### config.mk
export PLATFORM = sky130hd
export DESIGN_NAME = pipr_queue
export DESIGN_NICKNAME = d
export VERILOG_FILES = /design/src/sv/pipr_pkg.sv /design/src/sv/pipr_queue.sv
export SDC_FILE = /design/constraint.sdc
export NUM_CORES = 1
export LEC_CHECK = 0
export BUFFER_PORTS_ARGS = -buffer_cell sky130_fd_sc_hd__buf_4
export CAP_MARGIN = 20
export CELL_PAD_IN_SITES_DETAIL_PLACEMENT = 1
export CELL_PAD_IN_SITES_GLOBAL_PLACEMENT = 1
export CORE_MARGIN = 3
export CORE_UTILIZATION = 44
export CTS_BUF_LIST = sky130_fd_sc_hd__clkbuf_8 sky130_fd_sc_hd__clkbuf_16
export DETAILED_ROUTE_END_ITERATION = 7
export GPL_TIMING_DRIVEN = 0
export PLACE_DENSITY_LB_ADDON = 0.12
export SETUP_SLACK_MARGIN = 0.15
export SLEW_MARGIN = 20
export SYNTH_ARGS = -nofsm -noshare
export SYNTH_HDL_FRONTEND = slang
export SYNTH_SLANG_ARGS = --single-unit
### constraint.sdc
create_clock -name clk -period 7.1 [get_ports clk]
set_clock_uncertainty 0.15 [all_clocks]
set_input_delay 0.355 -clock clk [delete_from_list [all_inputs] [get_ports clk]]
set_output_delay 0.355 -clock clk [all_outputs]
set_load 0.005 [all_outputs]
### src/sv/pipr_pkg.sv
// ----------------------------------------------------------------------------
// pipr_pkg
// shared types, constants and helper functions of the paletted resampler
// ----------------------------------------------------------------------------
`default_nettype none

package pipr_pkg;

  localparam int DIM_W      = 10;               // source dimension register width
  localparam int POS_W      = 9;                // source row or column index width
  localparam int OUT_DIM_W  = 9;                // output dimension width
  localparam int LG_W       = 4;                // log2 of output dimension
  localparam int MAX_OUT_LG = 8;                // output dimension cap is 2**8
  localparam int PAL_AW     = 8;
  localparam int PAL_DEPTH  = 1 << PAL_AW;
  localparam int SRC_AW     = 18;
  localparam int SRC_DEPTH  = 1 << SRC_AW;
  localparam int COLOR_W    = 24;
  localparam int CH_W       = 8;
  localparam int ACC_W      = CH_W + 2;         // sum of four channel values
  localparam int PROD_W     = 2 * DIM_W;
  localparam int QUEUE_DEPTH = 2;
  localparam int QUEUE_AW    = $clog2(QUEUE_DEPTH);

  localparam logic [DIM_W-1:0] MAX_IN_DIM = DIM_W'(512);
  localparam logic [CH_W-1:0]  ALPHA_OPAQUE = 8'hFF;

  // action codes on the input channel
  localparam logic [1:0] ACT_PAL   = 2'd0;
  localparam logic [1:0] ACT_SRC   = 2'd1;
  localparam logic [1:0] ACT_FETCH = 2'd2;

  // configuration register indexes
  localparam logic REG_IN_WIDTH  = 1'b0;
  localparam logic REG_IN_HEIGHT = 1'b1;

  typedef enum logic [2:0] {
    K_PAL,
    K_SRC,
    K_FETCH,
    K_ERR,
    K_NOP
  } kind_t;

  typedef enum logic [1:0] {
    F_IDLE,
    F_ODD,
    F_BASE1,
    F_BASE2
  } front_state_t;

  typedef struct packed {
    kind_t                kind;
    logic [SRC_AW-1:0]    address;
    logic [COLOR_W-1:0]   data;
    logic [POS_W-1:0]     c1;
    logic [POS_W-1:0]     c2;
    logic [SRC_AW-1:0]    base1;
    logic [SRC_AW-1:0]    base2;
  } entry_t;

  typedef struct packed {
    logic [OUT_DIM_W-1:0] out_w;
    logic [OUT_DIM_W-1:0] out_h;
  } dims_t;

  function automatic logic [DIM_W-1:0] clamp_dim(input logic [DIM_W-1:0] v);
    logic [DIM_W-1:0] r;
    r = v;
    if (v == '0) r = DIM_W'(1);
    if (v > MAX_IN_DIM) r = MAX_IN_DIM;
    return r;
  endfunction

  // log2 of the smallest power of two not below n, capped
  function automatic logic [LG_W-1:0] pow2_log(input logic [DIM_W-1:0] n);
    logic [LG_W-1:0] lg;
    lg = LG_W'(MAX_OUT_LG);
    for (int k = MAX_OUT_LG - 1; k >= 0; k--) begin
      if (n <= (DIM_W'(1) << k)) lg = LG_W'(k);
    end
    return lg;
  endfunction

endpackage

`default_nettype wire

### src/sv/pipr_queue.sv
// ----------------------------------------------------------------------------
// pipr_queue
// short queue of classified items between front and back
// ----------------------------------------------------------------------------
`default_nettype none

module pipr_queue
  import pipr_pkg::*;
(
  input  wire logic   clk,
  input  wire logic   rst,
  input  wire logic   push,
  input  wire entry_t push_entry,
  input  wire logic   pop,
  output logic        full,
  output logic        head_valid,
  output entry_t      head_entry
);

  entry_t                slots [QUEUE_DEPTH];
  logic [QUEUE_AW-1:0]   wr_ptr;
  logic [QUEUE_AW-1:0]   rd_ptr;
  logic [QUEUE_AW:0]     count;

  assign full       = (count == (QUEUE_AW+1)'(QUEUE_DEPTH));
  assign head_valid = (count != '0);
  assign head_entry = slots[rd_ptr];

  always_ff @(posedge clk) begin
    if (push) slots[wr_ptr] <= push_entry;
  end

  always_ff @(posedge clk) begin
    if (rst) begin
      wr_ptr <= '0;
      rd_ptr <= '0;
      count  <= '0;
    end else begin
      if (push) begin
        wr_ptr <= (wr_ptr == QUEUE_AW'(QUEUE_DEPTH - 1)) ? '0 : wr_ptr + 1'b1;
      end
      if (pop) begin
        rd_ptr <= (rd_ptr == QUEUE_AW'(QUEUE_DEPTH - 1)) ? '0 : rd_ptr + 1'b1;
      end
      if (push && !pop) count <= count + 1'b1;
      else if (pop && !push) count <= count - 1'b1;
    end
  end

endmodule

`default_nettype wire

==> flow_metrics.tcl <==
set metrics [dict create \
    n_antenna_cell 0 \
    yosysSeqAreaShare_pct 81.9 \
    placedCellCount 755 \
    synth_common_cells "edfxtp_1, mux2_2, mux2_4, buf_2, dfxtp_1" \
    place_hpwl_um 10200 \
    fmax_ghz 0.431 \
    grt_pass1_wl_um 27300 \
    cts-resized-gates 0 \
    yosysMostFrequentCell "edfxtp_1" \
    clkTransAtPathRegs_ns 0.06 \
    avgSynthCellArea_um2 22.4 \
    worstMarginPinSlew_ns 0.565 \
    path_buf_inv 4 \
    cts_tree "built" \
    drtIter0Drc 127 \
    floorplan.initialDensity_pct 45.6 \
    num_io_pins 204 \
    firstDrtPassIters 4 \
    yosys.area.top_type "edfxtp_1" \
    final_cell_count_no_fill 897 \
    syn_inst 330 \
    dr_total_vias 4278 \
    crit_chain "buf_6 > buf_6 > buf_6 > mux2_4 > buf_4" \
    num_rows 46 \
    portBuffers 203 \
    wl_um 18200 \
    worstHoldStart "push" \
    overflow 0 \
    crit_fanout 10 \
    hp-class "primary input to register" \
    required_ns 6.59 \
    syn2layout_area_growth_pct 49.1 \
    finalNetCount 769 \
    hold_buffers 102 \
    synth.distinct_cells 17 \
    grt_usage_pct 19.4 \
    synth_flop_cell "edfxtp_1" \
    cts_sinks 203 \
    yosys_warnings 0 \
    worstPathArrival_ns 1.81 \
    maxCapViolations 0 \
    cts_root_buf "clkbuf_16" \
    dieHeight_um 136 \
    cpMostUsedCell "buf_6" \
    cts_max_path_buffers 3 \
    whs_ns 0.255 \
    maxSlewHeadroom_pct 62.2 \
    crit_slowest_cell "dfxtp_1" \
    p_per_area_nw_per_um2 259 \
    die_x_um 136 \
    synthArstFlopShare_pct 0 \
    numCtsBuffers 22 \
    syn_area_um2 7380 \
    post-route-worst-setup-slack_ns 4.78 \
    period_share_pct 32.7 \
    pre_cts_ws_ns 5.15 \
    clk_latency_ns 0.49 \
    drive_gt1_share_pct 51.8 \
    wl_per_cell_um 20.3 \
    critPathKind "register to output pin" \
    ir_drop_v 0.000191 \
    drc 0 \
    synth_nets 434 \
    setup-violations-final 0 \
    p_leak_nw 4.23 \
    drv_slew 0 \
    worst_setup_path_start_kind "register" \
    ant_nets 0 \
    core_um2 16200 \
    cp-end-kind "output pin" \
    gp_congestion 0.751 \
    critPathTopFamily "buffers and inverters" \
    timing.rr.start "wr_ptr" \
    cts_setup_buffers 0 \
    rsz0062_at_grt "false" \
    htreeDepth 1 \
    report.final.hold_viol_count 0 \
    max_stage_delay_ns 0.32 \
    yosysTopAreaCellShare_pct 80.6 \
    total_power_mw 2.85 \
    routed_via_density 4.77 \
    ys_top_cells_by_area "edfxtp_1, mux2_2, mux2_4" \
    antenna_found_initial 0 \
    grt_pass1_vias 4873 \
    synth-seq-cells 203 \
    grt_max_degree 47 \
    synth-edff-count 198 \
    post-route-min-period_ns 2.32 \
    status "completed" \
    dieArea_um2 18400 \
]
## flip-flops by register name, summed over array words and instances (netlist names), named ones only
register	flops
slots	198
count	2
rd_ptr	1
wr_ptr	1
## cell type report
class,count,area (um2)
sequential,203,6050
fill,1400,5170
timing repair buffer,311,2690
multi-input combinational,115,1270
clock buffer,23,576
tap,216,270
clock inverter,17,77.6
buffer,11,73.8
inverter,1,3.75
## final timing paths
check | endpoint | slack, ns | depth (start not counted)
worst min-delay path | slots[0][44] | 0.26 | 2
worst max register to register | slots[0][95] | 5.31 | 3
worst min register to register | register | 0.39 | 2
worst max-delay path | head_entry[72] | 4.78 | 5
## worst register-to-register path, delay by kind of cell (launching register included)
| family | cells | cell delay, ns |
|---|---|---|
| and+or+nand+nor | 1 | 0.49 |
| buffers and inverters | 2 | 0.49 |
| DFF | 1 | 0.37 |
## routing by layer
layer / wire length, um / vias up / GRT usage (%)
li1: - / 1980 / -
met1: 6940 / 2122 / 22.9
met5: 0 / - / 0
met2: 9740 / 146 / 35.5
met3: 1230 / 30 / 5.09
met4: 323 / 0 / 4.65
## report_power, final
group | leakage, nW | switching (mW) | internal, mW
sequential | 1.90 | 0.0210 | 1.40
clock | 0.337 | 0.448 | 0.585
combinational | 1.99 | 0.159 | 0.235
## cells by family (layout without fill, tap and decap cells)
kind of cell,after synthesis,after routing,synth area share [%]
flip-flops,203,203,81.9
XOR/XNOR,4,4,0.475
adder cells (fa/ha/maj),1,1,0.170
AO/OA/AOI/OAI,2,2,0.136
multiplexers,99,99,15.6
buffers and inverters,12,363,1.05
AND/OR/NAND/NOR,9,9,0.627
## per-stage QoR
step | setup TNS [ns] | cell area, um2 | utilization, %
global route | 0 | 11000 | 68.0
floorplan | 0 | 7380 | -
CTS | 0 | 11000 | 68.0
finish | 0 | 11000 | 68.0
global placement | -101.84 | 9170 | 56.7
detailed placement | 0 | 9330 | 57.7
## layout by cell type (no fill, tap or decap)
master	n
nor2b_1	1
buf_4	203
inv_1	3
buf_16	3
ha_1	1
dfxtp_1	5
mux2_2	89
and2_4	1
xnor2_1	2
or3_1	1
dlygate4sd3_1	102
nor2_1	4
o21ai_0	1
clkinv_1	7
clkinv_2	7
nor2b_4	1
a21oi_1	1
edfxtp_1	198
mux2_4	10
or2_2	1
clkbuf_16	23
buf_6	3
inv_6	1
buf_12	3
xor2_1	2
buf_2	8
Power figures use the tool's default switching activity.
