<file path="config.mk">
export PLATFORM = sky130hd
export DESIGN_NAME = pipr_front
export DESIGN_NICKNAME = d
export VERILOG_FILES = /design/src/sv/pipr_pkg.sv /design/src/sv/pipr_front.sv
export SDC_FILE = /design/constraint.sdc
export NUM_CORES = 1
export LEC_CHECK = 0
export ABC_AREA = 1
export BUFFER_PORTS_ARGS = -buffer_cell sky130_fd_sc_hd__buf_2
export CORE_ASPECT_RATIO = 0.5
export CORE_MARGIN = 3
export CORE_UTILIZATION = 60
export CTS_CLUSTER_DIAMETER = 50
export DETAILED_ROUTE_END_ITERATION = 7
export GPL_TIMING_DRIVEN = 1
export PLACE_DENSITY_LB_ADDON = 0.08
export SLEW_MARGIN = 0
export SYNTH_ARGS = -nofsm -noshare
export SYNTH_HDL_FRONTEND = slang
export SYNTH_SLANG_ARGS = --single-unit
</file>
<file path="constraint.sdc">
create_clock -name clk -period 7.7 [get_ports clk]
set_input_delay 0.77 -clock clk [delete_from_list [all_inputs] [get_ports clk]]
set_output_delay 0.77 -clock clk [all_outputs]
set_load 0.05 [all_outputs]
</file>
<file path="src/sv/pipr_pkg.sv">
// ----------------------------------------------------------------------------
// pipr_pkg
// shared types, constants and helper functions of the paletted resampler
// ----------------------------------------------------------------------------
`default_nettype none

package pipr_pkg;

  localparam int DIM_W      = 10;               // source dimension register width
  localparam int POS_W      = 9;                // source row or column index width
  localparam int OUT_DIM_W  = 9;                // output dimension width
  localparam int LG_W       = 4;                // log2 of output dimension
  localparam int MAX_OUT_LG = 8;                // output dimension cap is 2**8
  localparam int PAL_AW     = 8;
  localparam int PAL_DEPTH  = 1 << PAL_AW;
  localparam int SRC_AW     = 18;
  localparam int SRC_DEPTH  = 1 << SRC_AW;
  localparam int COLOR_W    = 24;
  localparam int CH_W       = 8;
  localparam int ACC_W      = CH_W + 2;         // sum of four channel values
  localparam int PROD_W     = 2 * DIM_W;
  localparam int QUEUE_DEPTH = 2;
  localparam int QUEUE_AW    = $clog2(QUEUE_DEPTH);

  localparam logic [DIM_W-1:0] MAX_IN_DIM = DIM_W'(512);
  localparam logic [CH_W-1:0]  ALPHA_OPAQUE = 8'hFF;

  // action codes on the input channel
  localparam logic [1:0] ACT_PAL   = 2'd0;
  localparam logic [1:0] ACT_SRC   = 2'd1;
  localparam logic [1:0] ACT_FETCH = 2'd2;

  // configuration register indexes
  localparam logic REG_IN_WIDTH  = 1'b0;
  localparam logic REG_IN_HEIGHT = 1'b1;

  typedef enum logic [2:0] {
    K_PAL,
    K_SRC,
    K_FETCH,
    K_ERR,
    K_NOP
  } kind_t;

  typedef enum logic [1:0] {
    F_IDLE,
    F_ODD,
    F_BASE1,
    F_BASE2
  } front_state_t;

  typedef struct packed {
    kind_t                kind;
    logic [SRC_AW-1:0]    address;
    logic [COLOR_W-1:0]   data;
    logic [POS_W-1:0]     c1;
    logic [POS_W-1:0]     c2;
    logic [SRC_AW-1:0]    base1;
    logic [SRC_AW-1:0]    base2;
  } entry_t;

  typedef struct packed {
    logic [OUT_DIM_W-1:0] out_w;
    logic [OUT_DIM_W-1:0] out_h;
  } dims_t;

  function automatic logic [DIM_W-1:0] clamp_dim(input logic [DIM_W-1:0] v);
    logic [DIM_W-1:0] r;
    r = v;
    if (v == '0) r = DIM_W'(1);
    if (v > MAX_IN_DIM) r = MAX_IN_DIM;
    return r;
  endfunction

  // log2 of the smallest power of two not below n, capped
  function automatic logic [LG_W-1:0] pow2_log(input logic [DIM_W-1:0] n);
    logic [LG_W-1:0] lg;
    lg = LG_W'(MAX_OUT_LG);
    for (int k = MAX_OUT_LG - 1; k >= 0; k--) begin
      if (n <= (DIM_W'(1) << k)) lg = LG_W'(k);
    end
    return lg;
  endfunction

endpackage

`default_nettype wire

</file>
<file path="src/sv/pipr_front.sv">
// ----------------------------------------------------------------------------
// pipr_front
// config registers, item accept, classification and sample address math
// ----------------------------------------------------------------------------
`default_nettype none

module pipr_front
  import pipr_pkg::*;
(
  input  wire logic                 clk,
  input  wire logic                 rst,
  input  wire logic                 cfg_write,
  input  wire logic                 cfg_index,
  input  wire logic [DIM_W-1:0]     cfg_data,
  input  wire logic                 in_valid,
  output logic                      in_stall,
  input  wire logic [1:0]           action,
  input  wire logic [SRC_AW-1:0]    address,
  input  wire logic [COLOR_W-1:0]   data,
  input  wire logic [CH_W-1:0]      out_x,
  input  wire logic [CH_W-1:0]      out_y,
  input  wire logic                 q_full,
  output logic                      q_push,
  output entry_t                    q_entry,
  output dims_t                     dims
);

  front_state_t       state, state_next;
  logic [DIM_W-1:0]   in_width, in_height;
  logic [LG_W-1:0]    lg_w, lg_h;
  logic [CH_W-1:0]    ox, oy;
  logic [POS_W-1:0]   c1, c2, r1, r2;
  logic [SRC_AW-1:0]  base1;
  logic [DIM_W-1:0]   xa, ya, yb;
  logic [PROD_W-1:0]  prod_x, prod_y;
  logic [POS_W-1:0]   pos_x, pos_y;
  logic               accept, outside;
  kind_t              kind_in;

  assign dims = '{out_w: OUT_DIM_W'(1) << lg_w, out_h: OUT_DIM_W'(1) << lg_h};

  always_ff @(posedge clk) begin
    if (rst) begin
      in_width  <= DIM_W'(1);
      in_height <= DIM_W'(1);
      lg_w      <= '0;
      lg_h      <= '0;
    end else if (cfg_write) begin
      if (cfg_index == REG_IN_WIDTH) begin
        in_width <= clamp_dim(cfg_data);
        lg_w     <= pow2_log(clamp_dim(cfg_data));
      end else begin
        in_height <= clamp_dim(cfg_data);
        lg_h      <= pow2_log(clamp_dim(cfg_data));
      end
    end
  end

  assign accept  = in_valid && !in_stall;
  assign outside = ({1'b0, out_x} >= dims.out_w) || ({1'b0, out_y} >= dims.out_h);

  always_comb begin
    unique case (action)
      ACT_PAL:   kind_in = K_PAL;
      ACT_SRC:   kind_in = K_SRC;
      ACT_FETCH: kind_in = outside ? K_ERR : K_FETCH;
      default:   kind_in = K_NOP;
    endcase
  end

  // two multipliers: column and row positions, then row times width
  always_comb begin
    xa = {out_x, 2'b01};
    ya = {out_y, 2'b01};
    yb = in_height;
    case (state)
      F_ODD: begin
        xa = {ox, 2'b11};
        ya = {oy, 2'b11};
      end
      F_BASE1: begin
        ya = {1'b0, r1};
        yb = in_width;
      end
      F_BASE2: begin
        ya = {1'b0, r2};
        yb = in_width;
      end
      default: ;
    endcase
  end

  assign prod_x = PROD_W'(xa) * PROD_W'(in_width);
  assign prod_y = PROD_W'(ya) * PROD_W'(yb);
  assign pos_x  = POS_W'(prod_x >> (lg_w + LG_W'(2)));
  assign pos_y  = POS_W'(prod_y >> (lg_h + LG_W'(2)));

  always_ff @(posedge clk) begin
    if (rst) state <= F_IDLE;
    else state <= state_next;
  end

  always_comb begin
    state_next = state;
    unique case (state)
      F_IDLE:  if (accept && kind_in == K_FETCH) state_next = F_ODD;
      F_ODD:   state_next = F_BASE1;
      F_BASE1: state_next = F_BASE2;
      F_BASE2: if (!q_full) state_next = F_IDLE;
      default: state_next = F_IDLE;
    endcase
  end

  always_comb begin
    in_stall = 1'b1;
    q_push   = 1'b0;
    q_entry  = '{kind: kind_in, address: address, data: data,
                 c1: c1, c2: c2, base1: base1, base2: prod_y[SRC_AW-1:0]};
    unique case (state)
      F_IDLE: begin
        in_stall = q_full;
        q_push   = accept && (kind_in != K_FETCH);
      end
      F_BASE2: begin
        q_entry.kind = K_FETCH;
        q_push       = !q_full;
      end
      default: ;
    endcase
  end

  always_ff @(posedge clk) begin
    if (state == F_IDLE && accept) begin
      ox <= out_x;
      oy <= out_y;
      c1 <= pos_x;
      r1 <= pos_y;
    end
    if (state == F_ODD) begin
      c2 <= pos_x;
      r2 <= pos_y;
    end
    if (state == F_BASE1) base1 <= prod_y[SRC_AW-1:0];
  end

endmodule

`default_nettype wire

</file>
==> results of run 1 <==
==> cell families after synthesis <==
logic type / Yosys count
compound gates: 210
fa+ha+maj: 257
buf+inv: 367
flops: 100
simple gates: 744
xor+xnor: 15
mux: 1
==> per-stage QoR <==
step / setup slack [ns] / total power [mW] / area, um2 / std cells
global route: 0.000214 / 5.15 / 13800 / 2036
detailed placement: 0.358 / 4.22 / 13500 / 2020
finish: 0.416 / 4.72 / 13800 / 2036
CTS: 0.0387 / 4.67 / 13700 / 2036
floorplan: 0.442 / 3.41 / 12900 / 1694
global placement: 0.562 / 4.16 / 13500 / 2020
==> cells in the mapped netlist (2+ instances only) <==
master    number
buf_4         44
a31oi_1        2
nand2_2        3
nand3_2        2
xnor2_1        7
fa_1         124
nand3_1      185
xor2_1         8
or2_2         10
a22o_1         2
nand2_1      318
buf_1          3
a21oi_1       80
o21bai_1       5
inv_1        282
or2_1          2
clkbuf_1      28
nor3_1        11
ha_1         133
o211ai_1      14
edfxtp_1      70
nor2_1       194
o21ai_0       66
o221ai_1       3
o31ai_1        2
nand4_1       14
clkinv_1       7
a21o_1         8
o21ai_1       16
a21boi_1       4
nand3b_1       3
dfxtp_1       30
==> cells in the final DEF, fill, tap and decap left out, drive strengths merged <==
cell      count
dfxtp        30
or2          12
clkinvlp      1
a22o          2
xnor2         7
o21bai        6
a31oi         2
ha          133
mux2i         1
a21boi        5
nor2        195
nand3b        3
nor3         12
o22ai         1
xor2          8
nand3       187
fa          124
inv         290
nand2       321
edfxtp       70
nand4        14
o21a          1
o211ai       14
a21o          8
a31o          1
clkinv        6
o311ai        1
o221ai        3
o21ai        83
o31ai         2
clkbuf       10
buf         129
a21oi        81
==> worst max-delay path: cells and delay by family, from the launching register on <==
| family | cells | cell delay, ns |
|---|---|---|
| buf+inv | 9 | 1.11 |
| flops | 1 | 0.36 |
| simple gates | 8 | 0.77 |
| fa+ha+maj | 7 | 3.14 |
| compound gates | 4 | 0.78 |
==> worst max path at each step <==
stage,from,end,slack (ns),cells past startpoint
after floorplan,state[1],q_entry[17],0.44,26
after global placement,state[1],q_entry[15],0.56,24
after detailed placement,state[0],q_entry[15],0.36,24
after CTS,state[1],q_entry[15],0.04,27
after global routing,state[0],q_entry[15],0.0002,27
final,state[0],q_entry[15],0.42,28
==> per-layer routing <==
metal | routed length [um] | track usage [%] | vias up
met5 | 0 | 0 | -
met2 | 16500 | 53.3 | 451
met3 | 2760 | 5.84 | 66
met4 | 687 | 8.16 | 0
li1 | - | - | 5555
met1 | 15200 | 42.0 | 5584
==> where the power goes <==
group / internal (mW) / leakage (nW) / total (mW) / switching [mW]
logic: 1.03 / 6.11 / 3.48 / 2.46
registers: 0.755 / 0.895 / 0.791 / 0.0365
clock network: 0.224 / 0.139 / 0.444 / 0.220
==> what timing repair did <==
item,CTS,global route
setup endpoints to repair,1,6
gates resized for setup,1,23
cloned,0,0
==> sequential cells by signal (all words and copies together) (netlist names) <==
register / flops
c2: 9
c1: 9
lg_w: 4
in_height: 10
in_width: 10
state: 2
ox: 8
base1: 18
oy: 8
r1: 9
r2: 9
lg_h: 4
==> cell type report <==
cell class / count / area share, %
clock inverter: 7 / 0.408
clock buffer: 9 / 1.63
inverter: 290 / 7.88
tap: 273 / 2.47
sequential: 100 / 19.6
multi-input combinational: 1227 / 62.9
timing repair buffer: 130 / 5.15
==> flow_summary.toml, run 1 <==
[sta]
slew_violations = 0
fin_crit_sh_pct = 94.6
fin_worst_hold_slack_ns = 0.491
max_freq_ghz = 0.137
hold_viol = 0
slew_headroom_pct = 18.4
setup_viol = 0
finalClockSkew_ns = 0.00869
rsz0062_at_grt = "no"
worstMarginPinSlew_ns = 1.22
min_period_ns = 7.28
fin_setup_tns_ns = 0

[critical_path]
r2r_cells = 25
r2r_slack_ns = 0.83
critPathMaxFanout = 23
worstSetupStartpointType = "flip-flop"
arrival_ns = 6.51
rr_startpoint = "state[1]"
max_stage_delay_ns = 0.55
worstSetupEndpointType = "output port"
critical-path-slowest-cell = "fa_1"
worst_r2r_endpoint = "c2[4]"
cp.required_ns = 6.93
crit_type = "flip-flop to output port"

[floorplanning]
io-pin-count = 195
core-area_mm2 = 0.0208
row_count = 37
dieArea_mm2 = 0.0233
die_w_um = 213
start_util_pct = 61.9
die_y_um = 110

[routing]
wl_um = 35200
drtIter0Drc = 1161
drc = 0
detail-route-antenna-nets = 0
dr.pass1.iters = 5
vias_per_cell = 5.72
num_vias = 11656
wl_per_cell_um = 17.3

[layout]
drive_above_1_share_pct = 10.6
n_fill_cell = 1810
synthToLayoutAreaGrowth_pct = 7.29
n_antenna_cell = 0
final_core_util_pct = 66.4
multiInputGateArea_mm2 = 0.00868
nets = 2091
seq_area_mm2 = 0.00271

[yosys]
synth_top_area_share_pct = 19.3
yosysSeqAreaShare_pct = 21.0
synth-compound-area-share_pct = 9.19
synthTopCellsByArea = "fa_1 19%, edfxtp_1 16%, ha_1 13%"
netlist_instances = 1694
yosysUniqueCellTypes = 46
synth_nets = 2027
ys_ff_latch = 100
synth_xor_xnor_area_share_pct = 1.02
syn_area_mm2 = 0.0129
dominantRegCellSynth = "edfxtp_1"
synth_fa_ha_area_share_pct = 32.2
synth-simple-area-share_pct = 24.4
async_flop_share_pct = 0
synth_top_family_by_area = "adder cells"
syn-mean-instance-area_um2 = 7.60
synth.largest_area_cell = "fa_1"
yosysWarnings = 0
synth_mux_area_share_pct = 0.0778
synth_edf_count = 70

[global_route]
grt_pass1_wl_um = 57400
grt_max_degree = 37
grt_pass1_vias = 11520
grt_overflow_total = 0
antenna_found_initial = 0
track_usage_pct = 31.4

[place]
place.gp.congestion = 0.948
portBuffers = 110
hpwl_um = 28900

[clocking]
numCtsBuffers = 9
clk_pin_slew_worst_paths_ns = 0.07
post-cts-setup-buffers = 0
cts_root_buf = "clkbuf_16"
cts_max_path_buffers = 2
htreeDepth = 3
cts_tree = "done"
numClockSinks = 100
clk-insertion-delay-late_ns = 0.37
hold_buffers = 0

[worst_hold_path]
hold_depth = 2
hold-path-endpoint = "in_height[8]"
min_from = "in_height[8]"
hp-class = "flip-flop to flip-flop"

[power_and_ir_drop]
vdd_drop_max_mv = 0.453
p_leak_nw = 7.14
p_per_area_mw_per_mm2 = 342

[run]
cap_violations = 0

[status]
status = "finished clean"
No activity file was read; power rests on OpenSTA's default activity.
==> run 2: changes to the inputs <==
==> constraint.sdc (replaced) <==
create_clock -name clk -period 7.7 [get_ports clk]
set_input_delay 0.77 -clock clk [delete_from_list [all_inputs] [get_ports clk]]
set_output_delay 0.77 -clock clk [all_outputs]
set_load 0.005 [all_outputs]
==> flow_summary.toml, run 2 (same netlist as run 1, synthesis figures left out) <==
[global_route]
grt_pass1_wl_um = 56300
use_met2_pct = 50.9
top_usage_layer = "met2"
track_usage_pct = 30.5
grt_pass1_vias = 11498
grt_overflow_total = 0
antenna_found_initial = 0
grt_max_degree = 42
grtUsageMet3_pct = 7.61
grt_use_met1_pct = 39.3

[critical_path]
worst_r2r_endpoint = "c2[4]"
cp-endpoint = "q_entry[15]"
crit_type = "flip-flop to output port"
rr_startpoint = "state[1]"
cp.required_ns = 6.93
r2r_slack_ns = 0.75
critPathLaunch = "state[0]"
max_stage_delay_ns = 0.56
r2r_cells = 25
worstSetupStartpointType = "flip-flop"
critical-path-slowest-cell = "fa_1"
arrival_ns = 6.39
crit_top_cell = "inv_1"
critPathMaxFanout = 22
worstSetupEndpointType = "output port"

[power_and_ir_drop]
vdd_drop_max_mv = 0.197
p_per_area_mw_per_mm2 = 304
p_leak_nw = 7.18
total_power_mw = 4.21

[sta]
fin_worst_hold_slack_ns = 0.520
slew_violations = 0
max_freq_ghz = 0.140
fin_crit_sh_pct = 93.0
worstMarginPinSlew_ns = 1.14
min_period_ns = 7.16
fin_setup_tns_ns = 0
hold_viol = 0
rsz0062_at_grt = "no"
slew_headroom_pct = 23.5
finalClockSkew_ns = 0.00696
setup_viol = 0

[floorplanning]
io-pin-count = 195
dieArea_mm2 = 0.0233
start_util_pct = 61.9
die_w_um = 213
row_count = 37
core-area_mm2 = 0.0208
die_y_um = 110

[layout]
n_antenna_cell = 0
regMostFlops = "base1"
final_cell_mix = "318 x nand2_1, 280 x inv_1, 193 x nor2_1"
largest_register_ffs = 18
synthToLayoutAreaGrowth_pct = 7.63
multiInputGateArea_mm2 = 0.00865
nets = 2093
drive_above_1_share_pct = 10.3
layout_commonest_cell = "nand2_1"
n_fill_cell = 1789
final_core_util_pct = 66.6
top_regs = "base1 x18, in_height x10, in_width x10"
seq_area_mm2 = 0.00270

[routing]
vias_per_cell = 5.67
wl_per_cell_um = 16.7
detail-route-antenna-nets = 0
dr.pass1.iters = 7
num_vias = 11553
wl_um = 34100
drtIter0Drc = 975
drc = 0

[clocking]
htreeDepth = 3
cts_tree = "done"
clk_pin_slew_worst_paths_ns = 0.07
post-cts-setup-buffers = 0
cts_max_path_buffers = 2
numCtsBuffers = 9
numClockSinks = 100
cts_root_buf = "clkbuf_16"
clk-insertion-delay-late_ns = 0.36

[run]
cap_violations = 0

[place]
hpwl_um = 28100
portBuffers = 110
place.gp.congestion = 0.943

[worst_hold_path]
hp-class = "flip-flop to flip-flop"

[status]
status = "finished clean"
## run 2: changes by cell type in the layout (fill, tap and decap cells not counted), sizes merged
cell / change
inv: -2
clkinvlp: -1
bufinv: +3
buf: +3
clkbuf: -1
## run 2: area by class of cell
class / count / share of cell area (%)
inverter: 290 / 7.86
timing repair buffer: 132 / 5.19
tap: 273 / 2.47
clock buffer: 9 / 1.63
clock inverter: 7 / 0.867
multi-input combinational: 1227 / 62.5
sequential: 100 / 19.5
## run 2: critical path: cells and delay by family (launching register included)
| family | cells | cell delay [ns] |
|---|---|---|
| adder cells (fa/ha/maj) | 7 | 3.15 |
| buffers and inverters | 11 | 1.14 |
| AND/OR/NAND/NOR | 8 | 0.74 |
| flip-flops | 1 | 0.36 |
| AO/OA/AOI/OAI | 4 | 0.62 |
## run 2: per-layer routing
layer  up-vias  share of wire, %
met3        77               8.5
met4         0               2.5
li1       5560                 -
met2       447                46
met5         -                 0
met1      5469                43
## run 2: how the worst min path moves through the flow
stage | from | endpoint | slack [ns] | cells past startpoint
after floorplan | in_height[0] | in_height[0] | 0.44 | 2
after global placement | in_height[0] | in_height[0] | 0.48 | 2
after detailed placement | in_height[0] | in_height[0] | 0.51 | 2
after CTS | in_height[8] | in_height[8] | 0.52 | 2
after global routing | in_height[8] | in_height[8] | 0.54 | 2
final | in_height[8] | in_height[8] | 0.52 | 2
## run 2: repair_timing
item | in CTS | in global routing
endpoints found under the setup margin | 0 | 8
hold buffers | 0 | 0
gates resized for setup | 0 | 13
hold endpoints to repair | 0 | 0
## run 2: power breakdown
group          switching [mW]  internal (mW)  total (mW)
logic                    1.89           1.01        2.90
registers              0.0320          0.754       0.786
clock network           0.210          0.320       0.530
## run 2: metrics by stage
stage          cells  setup slack [ns]  instance area (um2)
3_5_place_dp    2022             0.660                13500
2_1_floorplan   1694             0.927                12900
3_3_place_gp    2022             0.775                13500
6_report        2038             0.538                13800
4_1_cts         2038             0.214                13800
5_1_grt         2038            0.0456                13800
==> run 3: changes to the inputs <==
==> constraint.sdc (replaced) <==
create_clock -name clk -period 7.9 [get_ports clk]
set_input_delay 0.79 -clock clk [delete_from_list [all_inputs] [get_ports clk]]
set_output_delay 0.79 -clock clk [all_outputs]
set_load 0.005 [all_outputs]
==> flow_summary.toml, run 3 (same netlist as run 1, synthesis figures left out) <==
[status]
status = "finished clean"

[global_route]
antenna_found_initial = 0
grt_pass1_wl_um = 57300
grt_pass1_vias = 11610
grt_max_degree = 37
track_usage_pct = 31.1
grt_overflow_total = 0

[layout]
final_cell_mix = "318 x nand2_1, 281 x inv_1, 193 x nor2_1"
largest_register_ffs = 18
multiInputGateArea_mm2 = 0.00862
top_regs = "base1 x18, in_height x10, in_width x10"
fin_cells = 2031
n_fill_cell = 1850
layout_commonest_cell = "nand2_1"
final_core_util_pct = 66.0
seq_area_mm2 = 0.00270
synthToLayoutAreaGrowth_pct = 6.55
regMostFlops = "base1"
n_antenna_cell = 0
drive_above_1_share_pct = 9.44
design_area_mm2 = 0.0137
nets = 2086

[sta]
finalClockSkew_ns = 0.00445
min_period_ns = 7.44
slew_headroom_pct = 29.0
hold_viol = 0
fin_ws_ns = 0.460
rsz0062_at_grt = "no"
fin_crit_sh_pct = 94.2
max_freq_ghz = 0.134
setup_viol = 0
fin_worst_hold_slack_ns = 0.474
slew_violations = 0
fin_setup_tns_ns = 0
worstMarginPinSlew_ns = 1.06

[run]
cap_violations = 0

[routing]
num_vias = 11580
drtIter0Drc = 941
met3_length_um = 2860
wl_per_cell_um = 17.2
wl_met2_um = 16400
drc = 0
detail-route-antenna-nets = 0
top_layer = "met4"
dr.pass1.iters = 5
m1WireLength_um = 14800
vias_per_cell = 5.70
wl_um = 35000

[place]
place_worst_setup_slack_ns = 0.838
place.gp.congestion = 0.951
placed_cell_area_mm2 = 0.0134
hpwl_um = 28800
portBuffers = 110
dp_cells = 2015

[critical_path]
worstSetupEndpointType = "output port"
crit_top_cell = "inv_1"
critical-path-slowest-cell = "fa_1"
crit_family = "adder cells"
critPathMaxFanout = 12
crit_type = "flip-flop to output port"
worstSetupStartpointType = "flip-flop"
max_stage_delay_ns = 0.54
path_buf_inv = 10
arrival_ns = 6.65
cp.required_ns = 7.11

[clocking]
post-cts-setup-buffers = 0
numClockSinks = 100
clk_pin_slew_worst_paths_ns = 0.07
cts_resized = 0
cts_tree = "done"
cts_max_path_buffers = 2
hold_buffers = 0
numCtsBuffers = 9
htreeDepth = 3
clk-insertion-delay-late_ns = 0.37
cts_root_buf = "clkbuf_16"

[floorplanning]
dieArea_mm2 = 0.0233
die_w_um = 213
core-area_mm2 = 0.0208
row_count = 37
start_util_pct = 61.9
die_y_um = 110
io-pin-count = 195

[power_and_ir_drop]
vdd_drop_max_mv = 0.195
p_per_area_mw_per_mm2 = 294
p_leak_nw = 7.10
total_power_mw = 4.03

[worst_hold_path]
hp-class = "flip-flop to flip-flop"
==> run 3: cell count changes in the layout (fill, tap and decap cells not counted), sizes merged <==
| cell | before | now |
|---|---|---|
| buf | 132 | 125 |
| bufinv | 3 | 0 |
| clkinv | 6 | 8 |
| clkinvlp | 0 | 2 |
| inv | 288 | 287 |
==> run 3: area by class of cell <==
type | count | share of cell area [%]
flip-flops and latches | 100 | 19.7
clock inverters | 7 | 0.484
repair buffers | 125 | 4.84
clock buffers | 9 | 1.64
well taps | 273 | 2.49
multi-input cells | 1227 | 62.9
inverters | 290 | 7.94
==> run 3: path summary, 6_finish.rpt <==
kind / startpoint / end / slack, ns / cells past startpoint
max: state[1] / q_entry[15] / 0.46 / 27
min: in_height[8] / in_height[8] / 0.47 / 2
max reg2reg: state[1] / r2[1] / 0.95 / 30
min reg2reg: in_height[8] / in_height[8] / 0.47 / 2
==> run 3: layer usage <==
layer	track usage [%]	vias up
met3	5.96	88
met5	0	-
met2	52.9	463
met4	11.0	0
li1	-	5547
met1	40.3	5482
==> run 3: worst reg2reg max path, delay by kind of cell (launching register included) <==
family / cells / cell delay [ns]
fa+ha+maj: 7 / 3.28
simple gates: 10 / 1.10
buf+inv: 9 / 0.92
compound gates: 4 / 0.86
flops: 1 / 0.46
==> run 3: power by group <==
group | switching (mW) | internal [mW] | total [mW]
Sequential | 0.0354 | 0.735 | 0.770
Combinational | 1.84 | 0.977 | 2.81
Clock | 0.225 | 0.221 | 0.446
Total | 2.10 | 1.93 | 4.03
